### config.mk
export PLATFORM = sky130hd
export DESIGN_NAME = hpt_div_cell
export DESIGN_NICKNAME = d
export VERILOG_FILES = /design/src/hw/rtl/hpt_pkg.sv /design/src/hw/rtl/hpt_div_cell.sv
export SDC_FILE = /design/constraint.sdc
export NUM_CORES = 1
export LEC_CHECK = 0
export ABC_AREA = 1
export CORE_MARGIN = 2
export CORE_UTILIZATION = 40
export DETAILED_ROUTE_END_ITERATION = 10
export DONT_BUFFER_PORTS = 1
export PLACE_DENSITY_LB_ADDON = 0.15
export SLEW_MARGIN = 20
export SYNTH_ARGS = -nofsm -noshare
export SYNTH_HDL_FRONTEND = slang
export SYNTH_SLANG_ARGS = --single-unit
### constraint.sdc
create_clock -name clk -period 5.31 [get_ports clk]
set_input_delay 1.062 -clock clk [delete_from_list [all_inputs] [get_ports clk]]
set_output_delay 1.062 -clock clk [all_outputs]
set_load 0.03 [all_outputs]
### src/hw/rtl/hpt_pkg.sv
// ----------------------------------------------------------------------------
// hpt_pkg
// Shared types and constants for the climate sensor compensation pipeline.
// ----------------------------------------------------------------------------
package hpt_pkg;

  localparam int FRONT_STAGES = 12;
  localparam int BACK_STAGES  = 5;
  localparam int DIV_BITS     = 64;
  localparam int DIV_REM_W    = 31;
  localparam int ADDR_W       = 6;

  localparam logic [19:0] SKIP_WIDE = 20'h80000;
  localparam logic [15:0] SKIP_HUM  = 16'h8000;
  localparam logic [31:0] HUM_MAX   = 32'd419430400;

  localparam logic [2:0] REG_CAL_TEMP       = 3'd0;
  localparam logic [2:0] REG_CAL_PRESS_LOW  = 3'd1;
  localparam logic [2:0] REG_CAL_PRESS_HIGH = 3'd2;
  localparam logic [2:0] REG_CAL_PRESS_LAST = 3'd3;
  localparam logic [2:0] REG_CAL_HUM        = 3'd4;

  typedef struct packed {
    logic [19:0] raw_pressure;
    logic [19:0] raw_temperature;
    logic [15:0] raw_humidity;
  } hpt_in_t;

  typedef struct packed {
    logic               status;
    logic signed [31:0] temp_centi;
    logic [31:0]        pressure_q24_8;
    logic [16:0]        humidity_q22_10;
  } hpt_out_t;

  typedef struct packed {
    logic [47:0] temp;
    logic [63:0] press_low;
    logic [63:0] press_high;
    logic [15:0] press_last;
    logic [63:0] hum;
  } hpt_cal_t;

  // fields riding along the divider chain
  typedef struct packed {
    logic        skip;
    logic        neg;
    logic        zero;
    logic [31:0] temp;
    logic [16:0] hum;
  } hpt_side_t;

  typedef struct packed {
    logic [DIV_REM_W-1:0] rem;
    logic [DIV_REM_W-1:0] dvs;
    logic [DIV_BITS-1:0]  dq;
    hpt_side_t            side;
  } hpt_div_t;

endpackage

### src/hw/rtl/hpt_div_cell.sv
// ----------------------------------------------------------------------------
// hpt_div_cell
// One restoring-division cell: settles one quotient bit per cycle while en is high.
// ----------------------------------------------------------------------------
module hpt_div_cell (
  input  logic             clk,
  input  logic             rst,
  input  logic             en,
  input  logic             in_vld,
  input  hpt_pkg::hpt_div_t in_div,
  output logic             out_vld,
  output hpt_pkg::hpt_div_t out_div
);
  import hpt_pkg::*;

  logic [DIV_REM_W:0] trial, diff;
  logic               fits;

  // dividend bits leave at the top of dq, quotient bits enter at the bottom
  assign trial = {in_div.rem, in_div.dq[DIV_BITS-1]};
  assign diff  = trial - {1'b0, in_div.dvs};
  assign fits  = trial >= {1'b0, in_div.dvs};

  always_ff @(posedge clk) begin
    if (rst) begin
      out_vld <= 1'b0;
    end else if (en) begin
      out_vld <= in_vld;
    end
  end

  always_ff @(posedge clk) begin
    if (en) begin
      out_div.rem  <= fits ? diff[DIV_REM_W-1:0] : trial[DIV_REM_W-1:0];
      out_div.dvs  <= in_div.dvs;
      out_div.dq   <= {in_div.dq[DIV_BITS-2:0], fits};
      out_div.side <= in_div.side;
    end
  end

endmodule

Yosys cells after proc, flatten, opt, wreduce, memory -nomap -nowiden:

Cells that the tools add are included.

* bits in writable memories: 0
* bits in registers: 179
* bits in latches: 0
* output and inout bits: 179
* ROM bits: 0
* input port bits: 182
* logic and storage cells: 12
* memories kept: 0

* eq/ne operators: 0
* multipliers: 0
* shifts and indexed selects: 0
* reduce and logical (&&, ||, !) cells: 0
* order comparisons: 1
* mux-type cells: 1
* bitwise logic cells: 0
* $add $sub $neg: 1
* divide/modulo/power cells: 0

Operators by type and width (count)
* $ge 32x31->1: 1
* $mux 31: 1
* $sub 31x31->31: 1

Longest topological paths before layout:

* depth in word-level cells: 2
* gate-level depth with buffers: 15
* gate-level depth less buffers: 15

Worst setup path after synthesis:

OpenSTA, ideal clock, no wires.

* path kind: in2reg
* start point: input port in_div[115] (netlist bit)
* end point: register out_div[172] (netlist bit) (data pin)
* data arrival time: 2.612 ns
* setup slack: 2.445 ns
* stages on the path: 15
* required time: 5.057 ns
* path buffers: 2
* path through: inv_1 ha_1 fa_1 inv_1 nand2_1 nand2_1 nand3_2 nand2_2 nand2_2 nand3_2 nand2_2 buf_6 buf_12 nand3_2 nand2_1

* word-level cells in the longest chain between the ends: 2
* elaborated cells between the ends (all ways): 3
* classes of those cells: 1 x add/sub; 1 x order compare; 1 x mux

Ends and longest elaborated chain
* from (decl): line hpt_div_cell.sv:10 `input hpt_pkg::hpt_div_t in_div,`
* $sub 31x31->31 / $ge 32x31->1 (equally long branches): line hpt_div_cell.sv:21, hpt_div_cell.sv:22
* $mux 31 (*): line hpt_div_cell.sv:34 `out_div.rem <= fits ? diff[DIV_REM_W-1:0] : trial[DIV_REM_W-1:0];`
* to (decl): line hpt_div_cell.sv:12 `output hpt_pkg::hpt_div_t out_div`

Mark *: on every way between the ends. The rest lies on a longest branch, timed or not.
A chain may end at the register's enable or synchronous reset.

Final worst setup path:

* start point: input port in_div[115] (netlist bit)
* end point: register out_div[147] (netlist bit) (data pin)

Same word-level chain as after synthesis.

==> flow_metrics.tcl <==
set metrics [dict create \
    hold_class "reg -> reg" \
    worst_slack_ps 2000 \
    p_sw_mw 1.16 \
    worstPathMaxFanout 34 \
    worstSetupStartpointType "input pin" \
    drt_iter0_drc 248 \
    syn2layout_area_growth_pct 9.85 \
    port_buffers 0 \
    netlist-cell-type-count 35 \
    netlist_area_um2 8480 \
    cts_setup_buffers 0 \
    hold_violations 0 \
    swShare_pct 31.9 \
    grt_pass1_vias 5501 \
    cts_buffer_depth 2 \
    cts_hold_buf 0 \
    path_class "in -> reg" \
    p_int_mw 2.47 \
    final_common_cell "nand2_1" \
    critPathSlowestCell "nand2_4" \
    cts_buffers 17 \
    antenna_found_initial 2 \
    wl_met1_um 9010 \
    hpwlAfterDp_um 18300 \
    ys_seq_area_share_pct 63.2 \
    synth_seq_cells 179 \
    finalWirelength_um 23500 \
    antenna_left 0 \
    final_layout_size_suffix_gt1_share_pct 8.70 \
    rows 53 \
    power_mw 3.63 \
    nNetsFinal 1030 \
    postLayoutCellArea_um2 9320 \
    max-vdd-ir-drop_v 0.000204 \
    syn_nets 1019 \
    wl_met3_um 1930 \
    cp.arrival_ps 3480 \
    power_frac_comb_pct 9.4 \
    worstPathCellList "inv_1 > ha_1 > fa_1 > inv_1 > nand2_1 > nand2_1 > nand3_2 > nand2_2 > nand2_2 > nand3_2 > nand2_2 > nand2_4 > o21ai_0" \
    power_leakage_nw 4.13 \
    root_buffer "clkbuf_16" \
    dieArea_um2 22400 \
    overflow 0 \
    place_congestion 0.892 \
    required_ps 5480 \
    yosysWarnings 0 \
    grt_max_degree 180 \
    grt.total_usage_pct 20.3 \
    setup_viol 0 \
    drcViolationCount 0 \
    power_frac_seq_pct 56.3 \
    grt_pass1_wl_um 33500 \
    syn_avg_cell_area_um2 10.5 \
    post-route-period-util_pct 62.4 \
    dr_wl_met2_um 12000 \
    placed_area_um2 8730 \
    clock-sinks 179 \
    post-route-min-period_ps 3310 \
    final_cell_mix "252 x nand2_1, 178 x edfxtp_1, 144 x inv_1, 64 x nand3_1, 36 x nor2_1" \
    p_per_area_nw_per_um2 389 \
    drt_first_pass_iters 5 \
    outcome "finished clean" \
    cts_tree "built" \
    insertion_delay_ps 420 \
    final_max_slew_viol_count 0 \
    drv_cap 0 \
    start_util_pct 40.6 \
    critPathCaptureType "register" \
    worst_pin_slew_ps 826 \
    setup_tns_ps 0 \
    io_pins 361 \
    max_slew_margin_pct 44.8 \
    finClkSkew_ps 0 \
    dr_total_vias 5443 \
    via_per_inst 4.93 \
    synth_cells 805 \
    p_clk_share_pct 34.3 \
    drt-wirelength-per-cell_um 21.3 \
    postCtsResizedCells 0 \
    cts_max_level 4 \
    core_um2 20900 \
    chipHeight_um 150 \
    rsz0062_at_grt "no" \
    pre_cts_ws_ps 1460 \
    clk_pin_slew_ps 80 \
    top_layer_used "met5" \
    crit_top_cell "nand2_2" \
    max_stage_delay_ps 560 \
    fmax_ghz 0.302 \
    fillerInstances 2005 \
    r2r_setup_slack_ps 4520 \
    die_w_um 150 \
]
logic make-up after synthesis:
| logic type | share of synthesized area, % |
|---|---|
| AO/OA/AOI/OAI | 1.67 |
| multiplexers | 0.118 |
| XOR/XNOR | 1.45 |
| flip-flops | 63.2 |
| adder cells (fa/ha/maj) | 4.81 |
| AND/OR/NAND/NOR | 21.0 |
| buffers and inverters | 7.70 |
critical path, delay by kind of cell:
kind / cells / cell delay, ps
AO/OA/AOI/OAI: 1 / 130
adder cells (fa/ha/maj): 2 / 600
buffers and inverters: 2 / 140
AND/OR/NAND/NOR: 8 / 1530
metal layers:
metal	vias up	GRT usage [%]
met5	-	0
met4	2	6.48
met3	28	7.16
met2	191	36.4
met1	2584	22.3
li1	2638	-
flip-flops by register name (all words and copies together), names as in the netlist:
name     count
out_vld      1
out_div    178
per-stage QoR:
| stage | hold WS (ps) | utilization (%) | instances |
|---|---|---|---|
| 4_1_cts | 672 | 44.6 | 1103 |
| 2_1_floorplan | 630 | - | 805 |
| 5_1_grt | 676 | 44.6 | 1103 |
| 3_5_place_dp | 659 | 41.8 | 1072 |
| 6_report | 673 | 44.6 | 1104 |
| 3_3_place_gp | 653 | 41.8 | 1072 |
power by group through the flow:
| stage | logic [mW] | clock network (mW) | registers [mW] |
|---|---|---|---|
| 2_1_floorplan | 0.271 | 0 | 2.04 |
| 3_3_place_gp | 0.342 | 0 | 2.08 |
| 3_5_place_dp | 0.344 | 0 | 2.08 |
| 4_1_cts | 0.346 | 1.27 | 2.05 |
| 5_1_grt | 0.394 | 1.32 | 2.05 |
| 6_report | 0.342 | 1.24 | 2.04 |
Yosys cell counts:
cell | number | area share, %
xor2_1 | 13 | 1.3
nand3_1 | 64 | 3.8
buf_2 | 2 | 0.12
buf_8 | 1 | 0.18
inv_2 | 3 | 0.13
o21ai_0 | 2 | 0.12
ha_1 | 31 | 4.6
nand2_1 | 252 | 11
nor3_2 | 2 | 0.24
a21oi_1 | 14 | 0.83
and2_1 | 1 | 0.074
a21oi_2 | 3 | 0.31
nand2_2 | 9 | 0.66
or2_1 | 1 | 0.074
nor2_2 | 3 | 0.22
o21ai_1 | 1 | 0.059
nand3_2 | 13 | 1.5
nor2_1 | 36 | 1.6
mux2i_1 | 1 | 0.12
o21bai_1 | 3 | 0.27
xnor2_1 | 1 | 0.10
or2_2 | 1 | 0.074
buf_6 | 5 | 0.66
inv_1 | 144 | 6.4
and3_1 | 1 | 0.074
o21a_1 | 1 | 0.089
nand2_4 | 1 | 0.13
nand3b_1 | 3 | 0.27
dfxtp_1 | 1 | 0.24
nor2_4 | 4 | 0.53
buf_12 | 1 | 0.24
fa_1 | 1 | 0.24
edfxtp_1 | 178 | 63
nand4_1 | 7 | 0.52
and2_4 | 1 | 0.10
final timing paths:
path,start,to,cells past startpoint
max reg2reg,out_vld,out_vld,2
min,out_vld,out_vld,2
min reg2reg,out_vld,out_vld,2
max,in_div[115],out_div[147],13
final cells by class:
class / instances / area (um2) / area share (%)
clock buffers: 17 / 425 / 4.56
clock inverters: 14 / 158 / 1.69
diodes: 1 / 2.50 / 0.0269
flip-flops and latches: 179 / 5370 / 57.6
well taps: 275 / 344 / 3.69
multi-input cells: 470 / 2460 / 26.5
inverters: 147 / 552 / 5.92
repair buffers: 1 / 7.51 / 0.0806
No activity file was read; power rests on OpenSTA's default activity.
